--- src/rtl/pfdla_pkg.sv ---
// Package for the pose frame deframer: widths, constants, the CORDIC table
// and the float to fixed conversion helper. No dependencies.
package pfdla_pkg;

    localparam int FRAME_LEN     = 28;
    localparam int BURST_MAX_DEF = 99;
    localparam int CNT_W         = 7;
    localparam int LEVER_W       = 10;
    localparam logic [LEVER_W-1:0] LEVER_RESET = 10'd160;
    localparam int CORDIC_STEPS  = 16;
    localparam int STEP_W        = 4;

    localparam logic signed [39:0] MM_MAXMAG  = 40'sd549755813887;
    localparam logic signed [39:0] ANG_MAXMAG = 40'sd33554431;
    localparam logic signed [31:0] DEG90      = 32'sd5898240;
    localparam logic signed [31:0] DEG180     = 32'sd11796480;
    localparam logic signed [31:0] DEG360     = 32'sd23592960;
    localparam logic signed [39:0] CORDIC_K   = 40'sd652032874;

    localparam logic [7:0] BYTE_CR = 8'h0D;
    localparam logic [7:0] BYTE_LF = 8'h0A;

    typedef enum logic {
        OP_DATA = 1'b0,
        OP_IDLE = 1'b1
    } op_t;

    typedef enum logic [2:0] {
        ST_IDLE,
        ST_CONV,
        ST_REDUCE,
        ST_ROTATE,
        ST_SCALE,
        ST_SUM,
        ST_OUT
    } state_t;

    // Control from the sequencer to the shared rotation unit.
    typedef struct packed {
        logic             load;
        logic             step;
        logic [STEP_W-1:0] idx;
    } rot_ctl_t;

    function automatic logic signed [31:0] atan_q16(input logic [STEP_W-1:0] i);
        logic signed [31:0] r;
        begin
            case (i)
                4'd0:  r = 32'sd2949120;
                4'd1:  r = 32'sd1740967;
                4'd2:  r = 32'sd919879;
                4'd3:  r = 32'sd466945;
                4'd4:  r = 32'sd234379;
                4'd5:  r = 32'sd117304;
                4'd6:  r = 32'sd58666;
                4'd7:  r = 32'sd29335;
                4'd8:  r = 32'sd14668;
                4'd9:  r = 32'sd7334;
                4'd10: r = 32'sd3667;
                4'd11: r = 32'sd1833;
                4'd12: r = 32'sd917;
                4'd13: r = 32'sd458;
                4'd14: r = 32'sd229;
                default: r = 32'sd115;
            endcase
            return r;
        end
    endfunction

    // Float to signed fixed point with frac fraction bits; bit 40 flags clamping.
    function automatic logic [40:0] float_to_fix(input logic [31:0] w,
                                                 input logic [4:0] frac,
                                                 input logic [39:0] maxmag);
        logic        neg;
        logic [7:0]  ex;
        logic [23:0] man;
        logic [40:0] limit;
        logic [40:0] mag;
        logic signed [9:0] sh;
        logic        sat;
        logic signed [40:0] res;
        begin
            neg   = w[31];
            ex    = w[30:23];
            man   = {1'b0, w[22:0]};
            limit = {1'b0, maxmag} + {40'd0, neg};
            sat   = 1'b0;
            mag   = 41'd0;
            if (ex == 8'hFF) begin
                sat = 1'b1;
                mag = (w[22:0] != 0) ? 41'd0 : limit;
            end else begin
                if (ex != 8'd0) begin
                    man[23] = 1'b1;
                end else begin
                    ex = 8'd1;
                end
                sh = $signed({2'b00, ex}) - 10'sd150 + $signed({5'd0, frac});
                if (man == 24'd0) begin
                    mag = 41'd0;
                end else if (sh >= 0) begin
                    if (sh > 10'sd17) begin
                        mag = limit + 41'd1;
                    end else begin
                        mag = {17'd0, man} << sh[4:0];
                    end
                end else if (-sh >= 10'sd32) begin
                    mag = 41'd0;
                end else begin
                    mag = {17'd0, man} >> 5'(-sh);
                end
                if (mag > limit) begin
                    sat = 1'b1;
                    mag = limit;
                end
            end
            res = neg ? -$signed(mag) : $signed(mag);
            return {sat, res[39:0]};
        end
    endfunction

endpackage

--- src/rtl/pfdla_cordic.sv ---
// Shared CORDIC rotation unit: one micro-rotation per cycle on its registers while ctl.step is set.
// Depends on pfdla_pkg.
module pfdla_cordic (
    input  logic                   aclk,
    input  pfdla_pkg::rot_ctl_t    ctl,
    input  logic signed [31:0]     angle_in,
    output logic signed [39:0]     sin_out,
    output logic signed [39:0]     cos_out
);
    import pfdla_pkg::*;

    logic signed [39:0] x_reg, y_reg;
    logic signed [31:0] z_reg;
    logic signed [39:0] xs, ys;

    assign xs = x_reg >>> ctl.idx;
    assign ys = y_reg >>> ctl.idx;

    always_ff @(posedge aclk) begin
        if (ctl.load) begin
            x_reg <= CORDIC_K;
            y_reg <= '0;
            z_reg <= angle_in;
        end else if (ctl.step) begin
            if (z_reg >= 0) begin
                x_reg <= x_reg - ys;
                y_reg <= y_reg + xs;
                z_reg <= z_reg - atan_q16(ctl.idx);
            end else begin
                x_reg <= x_reg + ys;
                y_reg <= y_reg - xs;
                z_reg <= z_reg + atan_q16(ctl.idx);
            end
        end
    end

    assign sin_out = y_reg;
    assign cos_out = x_reg;
endmodule

--- config.mk ---
export PLATFORM = sky130hd
export DESIGN_NAME = pfdla_cordic
export DESIGN_NICKNAME = d
export VERILOG_FILES = /design/src/rtl/pfdla_pkg.sv /design/src/rtl/pfdla_cordic.sv
export SDC_FILE = /design/constraint.sdc
export NUM_CORES = 1
export LEC_CHECK = 0
export BUFFER_PORTS_ARGS = -buffer_cell sky130_fd_sc_hd__buf_2
export CORE_MARGIN = 8
export CORE_UTILIZATION = 62
export CTS_CLUSTER_SIZE = 10
export DETAILED_ROUTE_END_ITERATION = 8
export HOLD_SLACK_MARGIN = 0.05
export PLACE_DENSITY = 0.85
export SYNTH_ARGS = -nofsm -noshare
export SYNTH_HDL_FRONTEND = slang
export SYNTH_SLANG_ARGS = --single-unit
--- constraint.sdc ---
create_clock -name aclk -period 18.9 [get_ports aclk]
set_clock_uncertainty 0.15 [all_clocks]
set_input_delay 3.78 -clock aclk [delete_from_list [all_inputs] [get_ports aclk]]
set_output_delay 3.78 -clock aclk [all_outputs]
set_load 0.02 [all_outputs]
==> run_results.csv <==
group,metric,value,unit
place,port_buffers,118,
cts,cts_tree,"done",
final_layout,mostFrequentLayoutCells,"nand2_1 (249), nor2_1 (170), a21oi_1 (165), o21ai_0 (165), ha_1 (121)",
min_path,hold_class,"flip-flop to flip-flop",
yosys,async_reset_ff_frac,0,
final_layout,layout_commonest_cell,"nand2_1",
place,hpwl,41430,um
setup_path,reg2reg_slack,12.72,ns
drt,drt_pass1_iterations,6,
setup_path,path_class,"primary input to flip-flop",
timing,relSlewSlack,0.2764,
yosys,synth_edf_count,32,
yosys,yosys_most_used_dff,"dfxtp_1",
yosys,yosysUniqueCellTypes,107,
yosys,syn_area,0.01737,mm2
global_routing,grt_use_total,0.3235,
global_routing,first_global_vias,16312,
setup_path,startpoint_type,"primary input",
floorplanning,initial_core_util,0.6271,
cts,cts_buffers,9,
cts,clk_latency,0.40,ns
yosys,synth_compound_area_frac,0.2474,
cts,path_clk_slew,0.08,ns
timing,finalCriticalPeriod,10.49,ns
power_and_ir_drop,p_total,3.557,mW
global_routing,grt_busiest_layer,"met2",
cts,clockBufferDepth,2,
global_routing,met3_usage,0.07163,
place,place_congestion,1.019,
drt,vias_per_cell,6.804,
yosys,ys_seq_area_frac,0.1475,
cts,cts_max_level,3,
run_status,outcome,"completed",
timing,worstMarginPinSlew,1.085,ns
global_routing,grt_pass1_wl,87820,um
yosys,syn_area_per_cell,8.058,um2
floorplanning,ioPinCount,119,
yosys,synth_top_family_by_area,"compound AO/OA/AOI/OAI gates",
drt,drt_iter0_drc,2292,
min_path,hold_depth,2,
cts,cts_setup_buffers,0,
timing,slew_violations,0,
cts,cts-resized-gates,0,
yosys,synthAdderAreaFrac,0.09060,
drt,vias,17364,
drt,remaining_drc_errors,0,
timing,hold_violations,0,
setup_path,r2r_start,"sin_out[18]",
min_path,hold_path_end,"cos_out[0]",
timing,setup_tns,0,ns
setup_path,critPathMaxFanout,53,
setup_path,r2r-end,"cos_out[35]",
final_layout,final_nets,2332,
cts,clock-root-buffer,"clkbuf_16",
global_routing,met2_usage,0.4900,
cts,ctsHoldBuffers,0,
final_layout,utilization,0.6556,
yosys,synthMuxAreaShare,0.1886,
floorplanning,die_area,0.03363,mm2
yosys,synth-xor-area-share,0.09125,
setup_path,r2r_cells,19,
power_and_ir_drop,power.leakage,7.910,nW
timing,rsz0062_at_grt,"false",
global_routing,grt_max_degree,90,
floorplanning,die_h,183.4,um
yosys,syn_inst,2156,
floorplanning,rows,61,
drt,wl_per_cell,22.00,um
cts,cts_sinks,112,
global_routing,grtUsageMet1,0.4290,
timing,holdWs,0.3836,ns
min_path,hold_start,"cos_out[0]",
global_routing,antenna_found_initial,0,
setup_path,worst_ep_required_time,18.87,ns
timing,finalSetupViolations,0,
timing,fmax,95.33,MHz
floorplanning,die_x,183.4,um
global_routing,grt.overflow.total,0,
final_layout,synthToLayoutAreaGrowth,4.544,%
floorplanning,core,0.02771,mm2
yosys,syn_nets,2319,
setup_path,arrival,10.46,ns
run,drv_cap,0,
power_and_ir_drop,power_density,195.9,mW/mm2
final_layout,layout-drive-gt1-share,0.1385,
setup_path,worst_setup_path_end_kind,"flip-flop",
yosys,synth-seq-cells,112,
yosys,synthSimpleGateAreaFrac,0.1840,
drt,ant_nets,0,
timing,fin_crit_sh,0.5550,
drt,wl,56150,um
power_and_ir_drop,peakVddDrop,146.2,uV
yosys,ys_warn_count,0,
[kinds of logic after synthesis]
kind of cell / Yosys count
AO/OA/AOI/OAI: 667
AND/OR/NAND/NOR: 665
multiplexers: 223
buffers and inverters: 184
XOR/XNOR: 181
adder cells (fa/ha/maj): 124
flip-flops: 112
[metal layers]
metal / up-vias / routed length [um]
met2: 993 / 24070
met4: 2 / 2492
met3: 188 / 6352
met5: - / 42
met1: 8137 / 23190
li1: 8044 / -
[stage by stage]
stage	instance area, um2	worst slack [ns]	instances
finish	18160	8.410	2552
global route	18160	7.984	2551
CTS	18160	8.500	2551
detailed placement	17880	8.125	2536
global placement	17880	8.275	2536
floorplan	17370	8.383	2156
[cells in the mapped netlist (all sizes together), types with 16 or more instances]
master	n	area, um2
o22ai	18	112.6
ha	121	1514
and3	27	168.9
a21o	70	525.5
a21oi	165	825.8
o21bai	19	153.9
xor2	63	551.8
xnor2	118	1033
mux2i	106	1077
nor2b	31	193.9
mux2	42	480.5
a31oi	20	125.1
clkbuf	64	240.2
edfxtp	32	960.9
nand3	33	170.2
o21a	23	173.9
nand2	251	947.2
o211ai	16	120.1
and2	19	120.1
dfxtp	80	1602
buf	66	436.7
mux4	75	1719
a211oi	30	225.2
o31ai	22	165.2
nor2	170	638.1
inv	53	198.9
nand2b	33	206.5
o21ai	176	880.8
nor3	23	136.4
[cell type report]
class,count,area (um2)
clock buffers,11,254.0
clock inverters,4,28.78
flip-flops and latches,112,2562
inverters,54,202.7
repair buffers,132,708.2
fillers,2383,9543
well taps,378,473.0
multi-input cells,1860,13930
diodes,1,2.502
[critical path, cell delays in order]
cell and delay [ns]:
buf_4 0.58, inv_2 0.52, ha_1 0.51, nor2_1 0.10, nand3b_1 0.20, o21ai_0 0.24, ha_1 0.27, nand2_1 0.09
or3_1 0.43, o31ai_1 0.44, xor2_1 0.22, ha_1 0.33, a21oi_1 0.31, o211ai_1 0.15, o21a_1 0.20, a211oi_1 0.41
a21oi_1 0.18, a221oi_1 0.44, o21ai_0 0.24, a21o_1 0.27, a2111oi_0 0.45, a221oi_1 0.09
[power by group]
group          leakage (nW)  internal, mW  switching (mW)  total (mW)
Sequential            0.993         0.364           0.221       0.585
Clock                 0.133        0.0969           0.100       0.197
Combinational          6.78          1.21            1.57        2.78
Total                  7.91          1.67            1.89        3.56
[worst max-delay path by stage]
| stage | from | endpoint | slack (ns) | depth (start not counted) |
|---|---|---|---|---|
| 2_1_floorplan | ctl[0] | z_reg[30] | 8.38 | 28 |
| 3_3_place_gp | ctl[1] | cos_out[33] | 8.27 | 21 |
| 3_5_place_dp | ctl[1] | z_reg[30] | 8.13 | 22 |
| 4_1_cts | ctl[1] | z_reg[30] | 8.50 | 22 |
| 5_1_grt | ctl[1] | z_reg[30] | 7.98 | 22 |
| 6_report | ctl[1] | z_reg[30] | 8.41 | 22 |
Power figures use the tool's default switching activity.
