$ cat src/rtl/pfdla_pkg.sv
// Package for the pose frame deframer: widths, constants, the CORDIC table
// and the float to fixed conversion helper. No dependencies.
package pfdla_pkg;

    localparam int FRAME_LEN     = 28;
    localparam int BURST_MAX_DEF = 99;
    localparam int CNT_W         = 7;
    localparam int LEVER_W       = 10;
    localparam logic [LEVER_W-1:0] LEVER_RESET = 10'd160;
    localparam int CORDIC_STEPS  = 16;
    localparam int STEP_W        = 4;

    localparam logic signed [39:0] MM_MAXMAG  = 40'sd549755813887;
    localparam logic signed [39:0] ANG_MAXMAG = 40'sd33554431;
    localparam logic signed [31:0] DEG90      = 32'sd5898240;
    localparam logic signed [31:0] DEG180     = 32'sd11796480;
    localparam logic signed [31:0] DEG360     = 32'sd23592960;
    localparam logic signed [39:0] CORDIC_K   = 40'sd652032874;

    localparam logic [7:0] BYTE_CR = 8'h0D;
    localparam logic [7:0] BYTE_LF = 8'h0A;

    typedef enum logic {
        OP_DATA = 1'b0,
        OP_IDLE = 1'b1
    } op_t;

    typedef enum logic [2:0] {
        ST_IDLE,
        ST_CONV,
        ST_REDUCE,
        ST_ROTATE,
        ST_SCALE,
        ST_SUM,
        ST_OUT
    } state_t;

    // Control from the sequencer to the shared rotation unit.
    typedef struct packed {
        logic             load;
        logic             step;
        logic [STEP_W-1:0] idx;
    } rot_ctl_t;

    function automatic logic signed [31:0] atan_q16(input logic [STEP_W-1:0] i);
        logic signed [31:0] r;
        begin
            case (i)
                4'd0:  r = 32'sd2949120;
                4'd1:  r = 32'sd1740967;
                4'd2:  r = 32'sd919879;
                4'd3:  r = 32'sd466945;
                4'd4:  r = 32'sd234379;
                4'd5:  r = 32'sd117304;
                4'd6:  r = 32'sd58666;
                4'd7:  r = 32'sd29335;
                4'd8:  r = 32'sd14668;
                4'd9:  r = 32'sd7334;
                4'd10: r = 32'sd3667;
                4'd11: r = 32'sd1833;
                4'd12: r = 32'sd917;
                4'd13: r = 32'sd458;
                4'd14: r = 32'sd229;
                default: r = 32'sd115;
            endcase
            return r;
        end
    endfunction

    // Float to signed fixed point with frac fraction bits; bit 40 flags clamping.
    function automatic logic [40:0] float_to_fix(input logic [31:0] w,
                                                 input logic [4:0] frac,
                                                 input logic [39:0] maxmag);
        logic        neg;
        logic [7:0]  ex;
        logic [23:0] man;
        logic [40:0] limit;
        logic [40:0] mag;
        logic signed [9:0] sh;
        logic        sat;
        logic signed [40:0] res;
        begin
            neg   = w[31];
            ex    = w[30:23];
            man   = {1'b0, w[22:0]};
            limit = {1'b0, maxmag} + {40'd0, neg};
            sat   = 1'b0;
            mag   = 41'd0;
            if (ex == 8'hFF) begin
                sat = 1'b1;
                mag = (w[22:0] != 0) ? 41'd0 : limit;
            end else begin
                if (ex != 8'd0) begin
                    man[23] = 1'b1;
                end else begin
                    ex = 8'd1;
                end
                sh = $signed({2'b00, ex}) - 10'sd150 + $signed({5'd0, frac});
                if (man == 24'd0) begin
                    mag = 41'd0;
                end else if (sh >= 0) begin
                    if (sh > 10'sd17) begin
                        mag = limit + 41'd1;
                    end else begin
                        mag = {17'd0, man} << sh[4:0];
                    end
                end else if (-sh >= 10'sd32) begin
                    mag = 41'd0;
                end else begin
                    mag = {17'd0, man} >> 5'(-sh);
                end
                if (mag > limit) begin
                    sat = 1'b1;
                    mag = limit;
                end
            end
            res = neg ? -$signed(mag) : $signed(mag);
            return {sat, res[39:0]};
        end
    endfunction

endpackage

$ cat src/rtl/pfdla_deframer.sv
// Byte window and frame matcher of the pose frame deframer.
// Depends on pfdla_pkg.
module pfdla_deframer #(
    parameter int BURST_MAX = pfdla_pkg::BURST_MAX_DEF
) (
    input  logic                      aclk,
    input  logic                      aresetn,
    input  logic                      byte_en,
    input  logic [7:0]                byte_in,
    input  logic                      burst_clr,
    output logic                      burst_nonempty,
    output logic [31:0]               angle_word,
    output logic [31:0]               pos_x_word,
    output logic [31:0]               pos_y_word
);
    import pfdla_pkg::*;

    logic [7:0]       win_reg [FRAME_LEN];
    logic [7:0]       win_next [FRAME_LEN];
    logic [CNT_W-1:0] cnt_reg, cnt_next;
    logic [31:0]      ang_reg, px_reg, py_reg;
    logic             take, hit;

    assign take = byte_en && (cnt_reg < CNT_W'(BURST_MAX));

    always_comb begin
        for (int i = 0; i < FRAME_LEN - 1; i++) begin
            win_next[i] = win_reg[i+1];
        end
        win_next[FRAME_LEN-1] = byte_in;
        cnt_next = cnt_reg + 1'b1;
        hit = (cnt_next >= CNT_W'(FRAME_LEN)) && win_next[0] == BYTE_CR &&
              win_next[1] == BYTE_LF && win_next[26] == BYTE_LF &&
              win_next[27] == BYTE_CR;
    end

    always_ff @(posedge aclk) begin
        if (!aresetn) begin
            cnt_reg <= '0;
            ang_reg <= '0;
            px_reg  <= '0;
            py_reg  <= '0;
            for (int i = 0; i < FRAME_LEN; i++) begin
                win_reg[i] <= '0;
            end
        end else if (burst_clr) begin
            cnt_reg <= '0;
        end else if (take) begin
            win_reg <= win_next;
            cnt_reg <= cnt_next;
            if (hit) begin
                ang_reg <= {win_next[5], win_next[4], win_next[3], win_next[2]};
                px_reg  <= {win_next[17], win_next[16], win_next[15], win_next[14]};
                py_reg  <= {win_next[21], win_next[20], win_next[19], win_next[18]};
            end
        end
    end

    assign burst_nonempty = (cnt_reg != '0);
    assign angle_word     = ang_reg;
    assign pos_x_word     = px_reg;
    assign pos_y_word     = py_reg;
endmodule

$ cat config.mk
export PLATFORM = sky130hd
export DESIGN_NAME = pfdla_deframer
export DESIGN_NICKNAME = d
export VERILOG_FILES = /design/src/rtl/pfdla_pkg.sv /design/src/rtl/pfdla_deframer.sv
export SDC_FILE = /design/constraint.sdc
export NUM_CORES = 1
export LEC_CHECK = 0
export BUFFER_PORTS_ARGS = -buffer_cell sky130_fd_sc_hd__buf_2
export CORE_MARGIN = 2
export CORE_UTILIZATION = 40
export DETAILED_ROUTE_END_ITERATION = 7
export GPL_TIMING_DRIVEN = 0
export SLEW_MARGIN = 0
export SYNTH_ARGS = -nofsm -noshare
export SYNTH_HDL_FRONTEND = slang
export SYNTH_SLANG_ARGS = --single-unit
$ cat constraint.sdc
create_clock -name aclk -period 3.85 [get_ports aclk]
set_input_delay 0.5775 -clock aclk [delete_from_list [all_inputs] [get_ports aclk]]
set_output_delay 0.5775 -clock aclk [all_outputs]
set_load 0.005 [all_outputs]
==> results of run 1 <==
-- area by class of cell --
type / instances / area (µm²) / share of cell area, %
well taps: 390 / 488 / 3.40
multi-input cells: 993 / 5310 / 37.0
repair buffers: 107 / 536 / 3.73
clock inverters: 12 / 154 / 1.07
clock buffers: 52 / 1030 / 7.18
inverters: 3 / 11.3 / 0.0784
plain buffers: 105 / 447 / 3.11
flip-flops and latches: 319 / 6390 / 44.5
-- report_power, final --
group	switching, mW	internal, mW
Clock	1.33	2.07
Combinational	0.157	0.0571
Sequential	0.00601	3.31
Total	1.49	5.43
-- routing by layer --
metal	part of all wire, %	track usage, %
met5	0	0
met4	1.8	4.57
met3	5.3	3.75
met2	44	28.2
met1	49	25.1
-- final timing paths --
path              endpoint  slack (ns)  cells after the start
max reg2reg   win_next[27]        0.91                      8
min             cnt_reg[5]        0.32                      2
min reg2reg  win_next[158]        0.43                      2
max           win_next[27]        0.91                      8
-- metrics by stage --
| stage | hold slack [ns] | std cells |
|---|---|---|
| finish | 0.319 | 1981 |
| global route | 0.335 | 1981 |
| CTS | 0.303 | 1981 |
| detailed placement | 0.450 | 1917 |
| global placement | 0.442 | 1917 |
| floorplan | 0.439 | 1420 |
-- synthesized netlist by cell type (all sizes together) (2+ instances only) --
| cell type | count |
|---|---|
| nand4 | 4 |
| nor4bb | 2 |
| buf | 21 |
| nor3 | 4 |
| inv | 3 |
| o21ai | 3 |
| nor4b | 2 |
| nand2 | 628 |
| a21boi | 217 |
| nor4 | 2 |
| nor2 | 10 |
| a21oi | 2 |
| mux2i | 97 |
| ha | 2 |
| xnor2 | 3 |
| dfxtp | 319 |
| clkbuf | 84 |
| nand3 | 3 |
-- cells by family after synthesis --
kind of cell    after synthesis  share of synthesized area, %
flops                       319                          52.5
fa+ha+maj                     2                         0.206
mux                          97                          7.99
xor+xnor                      3                         0.216
simple gates                664                          21.1
buf+inv                     108                          3.77
compound gates              227                          14.2
-- worst register-to-register path: stages (launching register included) --
cell,delay (ns)
dfxtp_1,0.29
buf_2,0.17
a2111oi_4,0.33
o21ai_2,0.16
nor2_1,0.61
clkbuf_1,0.58
clkbuf_1,0.40
nand2_1,0.13
a21boi_0,0.17
==> flow_summary.toml, run 1 <==
[critical_path]
critPathLaunchType = "flip-flop"
worstSetupEndpointType = "flip-flop"
critPathBufInv = 3
r2r-start = "cnt_reg[2]"
crit_top_cell = "clkbuf_1"
worstPathCellList = "buf_2, a2111oi_4, o21ai_2, nor2_1, clkbuf_1, clkbuf_1, nand2_1, a21boi_0"
crit_fanout = 10
crit_type = "flip-flop to flip-flop"
critPathArrivalTime_ns = 3.36
startpoint = "cnt_reg[2]"
crit_slowest_cell = "nor2_1"
worstPathRequired_ns = 4.27
slowest_delay_ns = 0.61
crit_family = "buffers and inverters"

[yosys]
ys_seq_area_share_pct = 52.5
syn_avg_cell_area_um2 = 8.56
synth_area_leaders = "dfxtp_1 53%, nand2_1 19%, a21boi_0 13%"
yosys_warnings = 0
ys.flop_type = "dfxtp_1"
synth_edf_count = 0
yosys.area.top_type_share_pct = 52.5
async_reset_ff_share_pct = 0
synthCells = 1420
synth_area_um2 = 12200
synth_area_leader_cell = "dfxtp_1"
syn-num-nets = 1434
synth_cell_type_count = 35
yosys_register_bits = 319

[route]
via_count = 9492
drtPass1Iterations = 5
wl_um = 28400
ant_nets = 0
drtIter0Drc = 501
via_per_inst = 4.79
post-route-drc-count = 0
post_drt_wl_per_cell_um = 14.3

[pwr]
power_mw = 6.92
leakage_nw = 5.60
power_density_nw_per_um2 = 482
irDropWorstVdd_mv = 0.287

[clock_network]
cts_max_path_buffers = 3
tritoncts = "yes"
cts_sinks = 319
clk_pin_slew_ns = 0.06
cts_hold_buffers = 0
cts_made_buffers = 35
post_cts.repair.setup_buffers = 0
clkLatencyLatePin_ns = 0.52
cts_resized = 0
htree_num_levels = 2
cts.root.buffer_cell = "clkbuf_16"

[min_path]
holdCritPathClass = "input pin to flip-flop"
holdCritStartpoint = "byte_en"

[grt]
grt_pass1_wl_um = 45900
grt_max_degree = 15
antenna_found_initial = 0
gr-total-overflow = 0
grt_pass1_vias = 8914
grt_usage_pct = 17.9

[outcome]
status = "completed"

[sta]
fin_crit_sh_pct = 76.3
hold_violations = 0
drv_slew = 0
setup_viol_count_final = 0
fin_tns_setup_ns = 0
relSlewSlack_pct = 39.4
tightest_slew_ns = 0.909
max_freq_ghz = 0.340
fin_crit_ns = 2.94
final.setup_skew_ns = 0.0328
grt_setup_unrepaired = "false"
layout_setup_ws_ns = 0.912

[final_layout]
num_antenna_cells = 0
final_util_pct = 48.2
largest_reg_flops = 216
final_cell_mix = "628 x nand2_1, 319 x dfxtp_1, 217 x a21boi_0, 119 x buf_2, 97 x mux2i_1"
mostFrequentLayoutCell = "nand2_1"
stdcell_area_um2 = 14400
nets = 1578
fill_cells = 2975
area_growth_pct = 18.2
drive_gt1_share_pct = 11.4

[place]
dpl_cell_area_um2 = 13200
gp_congestion = 0.787
dpl.hpwl_um = 20100
post-place-ws_ns = 0.859
port_buffers = 107

[job]
drv_cap = 0

[floorplan]
rows = 63
start_util_pct = 40.8
core_area_um2 = 29800
ios = 109
die_area_um2 = 31800
die_height_um = 178
die_x_um = 178
Power figures use the tool's default switching activity.
==> run 2: changes to the inputs <==
==> constraint.sdc (replaced) <==
create_clock -name aclk -period 2.9 [get_ports aclk]
set_input_delay 0.435 -clock aclk [delete_from_list [all_inputs] [get_ports aclk]]
set_output_delay 0.435 -clock aclk [all_outputs]
set_load 0.005 [all_outputs]
==> flow_summary.toml, run 2 (synthesized netlist as in run 1, its figures left out) <==
[route]
via_per_inst = 4.80
wl_um = 28400
post-route-drc-count = 0
drtIter0Drc = 497
via_count = 9501
drtPass1Iterations = 5
ant_nets = 0
post_drt_wl_per_cell_um = 14.4

[pwr]
power_density_nw_per_um2 = 640
swShare_pct = 21.6
irDropWorstVdd_mv = 0.381
pwr-share-clk_pct = 49.1
seq_power_share_pct = 47.9
leakage_nw = 5.61
p_int_mw = 7.21
power.net_switching_mw = 1.98
power_mw = 9.19
p_comb_share_pct = 3.1

[grt]
grt_max_degree = 15
antenna_found_initial = 0
grt_usage_pct = 17.9
gr-total-overflow = 0
grt_pass1_wl_um = 45900
grt_pass1_vias = 8914

[clock_network]
cts_made_buffers = 35
cts_hold_buffers = 0
cts.root.buffer_cell = "clkbuf_16"
htree_num_levels = 2
clk_pin_slew_ns = 0.06
tritoncts = "yes"
clkLatencyLatePin_ns = 0.52
cts_sinks = 319
cts_max_path_buffers = 3

[critical_path]
crit_type = "flip-flop to flip-flop"
critPathLaunchType = "flip-flop"
worstPathCellList = "buf_2, and4_1, and2_1, o311ai_0, a2111o_1, buf_2, buf_6, buf_6, mux2i_1"
worstPathRequired_ns = 3.33
slowest_delay_ns = 0.55
critPathBufInv = 4
cp.depth = 9
crit_fanout = 10
crit_family = "buffers and inverters"
worstSetupEndpointType = "flip-flop"
reg2reg_depth = 9
crit_slowest_cell = "o311ai_0"
critPathArrivalTime_ns = 3.06

[final_layout]
layoutNonFillerInstCount = 1981
area_growth_pct = 18.2
nets = 1578
num_antenna_cells = 0
drive_gt1_share_pct = 11.6
largest_reg_flops = 216
final_util_pct = 48.2
final_cell_mix = "628 x nand2_1, 319 x dfxtp_1, 217 x a21boi_0, 119 x buf_2, 97 x mux2i_1"
mostFrequentLayoutCell = "nand2_1"

[sta]
relSlewSlack_pct = 41.0
fin_crit_ns = 2.62
drv_slew = 0
final.setup_skew_ns = 0.0329
setup_viol_count_final = 0
grt_setup_unrepaired = "false"
fin_tns_setup_ns = 0
hold_violations = 0
fin_crit_sh_pct = 90.5
max_freq_ghz = 0.381
tightest_slew_ns = 0.885

[place]
gp_congestion = 0.787
dp_cells = 1917
port_buffers = 107
dpl.hpwl_um = 20100

[floorplan]
rows = 63
start_util_pct = 40.8
die_area_um2 = 31800
ios = 109
die_height_um = 178
die_x_um = 178
core_area_um2 = 29800

[outcome]
status = "completed"

[min_path]
hold_depth = 2
holdCritPathClass = "input pin to flip-flop"

[job]
drv_cap = 0
## run 2: layout make-up
cell class | count | area, µm²
clock inverters | 12 | 154
well taps | 390 | 488
repair buffers | 107 | 536
flip-flops and latches | 319 | 6390
inverters | 3 | 11.3
plain buffers | 105 | 449
clock buffers | 52 | 1030
multi-input cells | 993 | 5320
fillers | 2975 | 15400
## run 2: layer usage
metal	wire, µm	vias up	global-route usage, %
met3	1560	42	3.75
met5	0	-	0
met1	13900	4415	25.1
li1	-	4884	-
met4	510	0	4.57
met2	12500	160	28.2
## run 2: per-stage QoR
step                      instance area (µm²)  hold slack [ns]  worst slack, ns
after floorplan                         12200            0.439            0.746
after global placement                  13200            0.442          -0.0132
after detailed placement                13200            0.450          -0.0912
after CTS                               14400            0.160            0.122
after global routing                    14400            0.192           0.0516
final                                   14400            0.177            0.276
## run 2: path summary, 6_finish.rpt
check | start | endpoint | slack (ns)
worst max register to register | cnt_reg[2] | angle_word[9] | 0.28
worst min register to register | win_next[150] | win_next[158] | 0.43
worst max-delay path | cnt_reg[2] | angle_word[9] | 0.28
worst min-delay path | byte_en | cnt_reg[5] | 0.18
## run 2: power by group through the flow
stage                     clock network (mW)  logic, mW  registers [mW]
after floorplan                            0      0.192            4.49
after global placement                     0      0.286            4.50
after detailed placement                   0      0.288            4.50
after CTS                               4.61      0.289            4.40
after global routing                    4.78      0.316            4.40
final                                   4.51      0.284            4.40
## run 2: repair_timing
action                                  4_1_cts  5_1_grt
resized for setup                             1        4
endpoints found under the setup margin       70       65
cloned                                        0        0
setup buffers                                 0        0
==> run 3: changes to the inputs <==
--- a/config.mk
+++ b/config.mk
@@ -5,6 +5,7 @@
 export SDC_FILE = /design/constraint.sdc
 export NUM_CORES = 1
 export LEC_CHECK = 0
+export ABC_AREA = 1
 export BUFFER_PORTS_ARGS = -buffer_cell sky130_fd_sc_hd__buf_2
 export CORE_MARGIN = 2
 export CORE_UTILIZATION = 40
==> flow_summary.toml, run 3 <==
[outcome]
status = "completed"

[yosys]
synth_area_leader_cell = "dfxtp_1"
ys.flop_type = "dfxtp_1"
syn-num-nets = 1684
yosys_warnings = 0
synth_area_leaders = "dfxtp_1 52%, nand2_1 13%, a21oi_1 9.0%"
yosys.area.top_type_share_pct = 52.2
yosysMostFrequentCell = "nand2_1"
synth_area_um2 = 12200
synthCells = 1670
syn_avg_cell_area_um2 = 7.33
synth_edf_count = 0
ys_seq_area_share_pct = 52.2
synth.top_cells.by_count = "425 x nand2_1, 319 x dfxtp_1, 221 x a21oi_1"
yosys_register_bits = 319
synth_cell_type_count = 24
async_reset_ff_share_pct = 0

[final_layout]
drive_gt1_share_pct = 11.7
nets = 1829
num_antenna_cells = 0
layoutNonFillerInstCount = 2236
final_cell_mix = "425 x nand2_1, 319 x dfxtp_1, 221 x a21oi_1, 214 x nor2_1, 205 x nand3_1"
largest_reg_flops = 216
mostFrequentLayoutCell = "nand2_1"
area_growth_pct = 17.7

[floorplan]
ios = 109
start_util_pct = 40.3
die_area_um2 = 32000
rows = 64
die_x_um = 179
core_area_um2 = 30300
die_height_um = 179

[place]
dp_cells = 2174
dpl.hpwl_um = 21800
port_buffers = 108
gp_congestion = 0.813

[route]
routed-wl-met3_um = 1460
dr.max_layer_used = "met4"
wl_met2_um = 14100
drtIter0Drc = 600
via_count = 10709
post_drt_wl_per_cell_um = 13.9
post-route-drc-count = 0
wl_met1_um = 14600
via_per_inst = 4.79
wl_um = 31000
drtPass1Iterations = 5
ant_nets = 0

[grt]
grt_pass1_wl_um = 49900
grt_max_degree = 15
antenna_found_initial = 0
grt_usage_pct = 19.4
gr-total-overflow = 0
grt_pass1_vias = 9954

[critical_path]
rrSetupSlack_ns = 0.95
worstSetupEndpointType = "flip-flop"
crit_family = "simple AND/OR/NAND/NOR gates"
crit_slowest_cell = "dfxtp_1"
worstPathRequired_ns = 3.30
worstPathCellList = "ha_1, nand3_1, o21ai_1, nand2_1, nor2_1, nand2_1, nand2_2, buf_6, buf_6, nand2_1, nand2_1, nor2_1"
crit_fanout = 10
crit_top_cell = "nand2_1"
critPathBufInv = 2
slowest_delay_ns = 0.37
critPathArrivalTime_ns = 2.34
crit_type = "flip-flop to flip-flop"
critPathLaunchType = "flip-flop"

[clock_network]
post_cts.repair.setup_buffers = 0
cts_hold_buffers = 0
cts_sinks = 319
tritoncts = "yes"
clkLatencyLatePin_ns = 0.51
cts.root.buffer_cell = "clkbuf_16"
clk_pin_slew_ns = 0.06
htree_num_levels = 2
cts_max_path_buffers = 3
cts_resized = 0
cts_made_buffers = 35

[pwr]
power_density_nw_per_um2 = 635
irDropWorstVdd_mv = 0.316
leakage_nw = 6.30
power_mw = 9.14

[sta]
fin_crit_sh_pct = 67.2
fin_crit_ns = 1.95
hold_violations = 0
final.setup_skew_ns = 0.0220
setup_viol_count_final = 0
max_freq_ghz = 0.513
grt_setup_unrepaired = "false"
relSlewSlack_pct = 39.0
fin_tns_setup_ns = 0
drv_slew = 0
tightest_slew_ns = 0.915

[job]
drv_cap = 0

[min_path]
holdCritPathClass = "input pin to flip-flop"
[run 3: cell types whose count changed after synthesis, moves of 4 or more]
cell / before / now
buf_4: 0 / 13
buf_6: 5 / 12
clkbuf_1: 84 / 71
inv_1: 3 / 127
nor3_1: 4 / 0
buf_2: 12 / 25
a21boi_0: 217 / 0
mux2i_1: 97 / 0
nand3_1: 3 / 205
nor2_1: 10 / 214
nand2_1: 628 / 425
a21oi_1: 2 / 221
o21ai_0: 2 / 20
[run 3: cells by family (layout without fill, tap and decap cells)]
family | Yosys count | after routing | synth area share, %
buffers and inverters | 252 | 422 | 9.14
AO/OA/AOI/OAI | 245 | 245 | 10.1
flip-flops | 319 | 319 | 52.2
adder cells (fa/ha/maj) | 2 | 2 | 0.204
AND/OR/NAND/NOR | 852 | 852 | 28.4
[run 3: final cells by class]
cell class | instances | area (µm²)
fillers | 3069 | 15900
flip-flops and latches | 319 | 6390
multi-input cells | 1099 | 4740
clock buffers | 52 | 990
plain buffers | 124 | 639
repair buffers | 108 | 541
well taps | 396 | 495
inverters | 128 | 480
clock inverters | 10 | 139
[run 3: final timing paths]
check / startpoint / end / depth (start not counted)
worst min-delay path: byte_in[3] / win_next[11] / 3
worst max register to register: cnt_reg[0] / angle_word[0] / 12
worst min register to register: win_next[222] / win_next[222] / 2
worst max-delay path: cnt_reg[0] / angle_word[0] / 12
[run 3: worst reg2reg max path, cell delays in order (launching register included)]
cell	delay, ns
dfxtp_1	0.37
ha_1	0.20
nand3_1	0.14
o21ai_1	0.21
nand2_1	0.08
nor2_1	0.08
nand2_1	0.07
nand2_2	0.11
buf_6	0.21
buf_6	0.20
nand2_1	0.07
nand2_1	0.06
nor2_1	0.04
[run 3: metrics by stage]
stage	hold slack, ns	util, %	worst slack (ns)	cell area (µm²)
6_report	0.201	47.5	0.951	14400
5_1_grt	0.197	47.5	0.742	14400
4_1_cts	0.185	47.5	0.929	14400
3_5_place_dp	0.448	43.8	0.748	13300
3_3_place_gp	0.442	43.8	0.743	13300
2_1_floorplan	0.429	-	1.31	12200
[run 3: report_power, final]
part | switching [mW] | leakage (nW) | internal (mW)
Sequential | 0.0136 | 2.57 | 4.40
Clock | 1.75 | 0.554 | 2.64
Combinational | 0.264 | 3.17 | 0.0756
Total | 2.02 | 6.30 | 7.12
[run 3: per-layer routing]
metal / track usage, % / vias to the layer above
met1: 26.0 / 4853
met3: 3.31 / 57
met5: 0 / -
met4: 6.40 / 0
met2: 31.6 / 202
li1: - / 5597
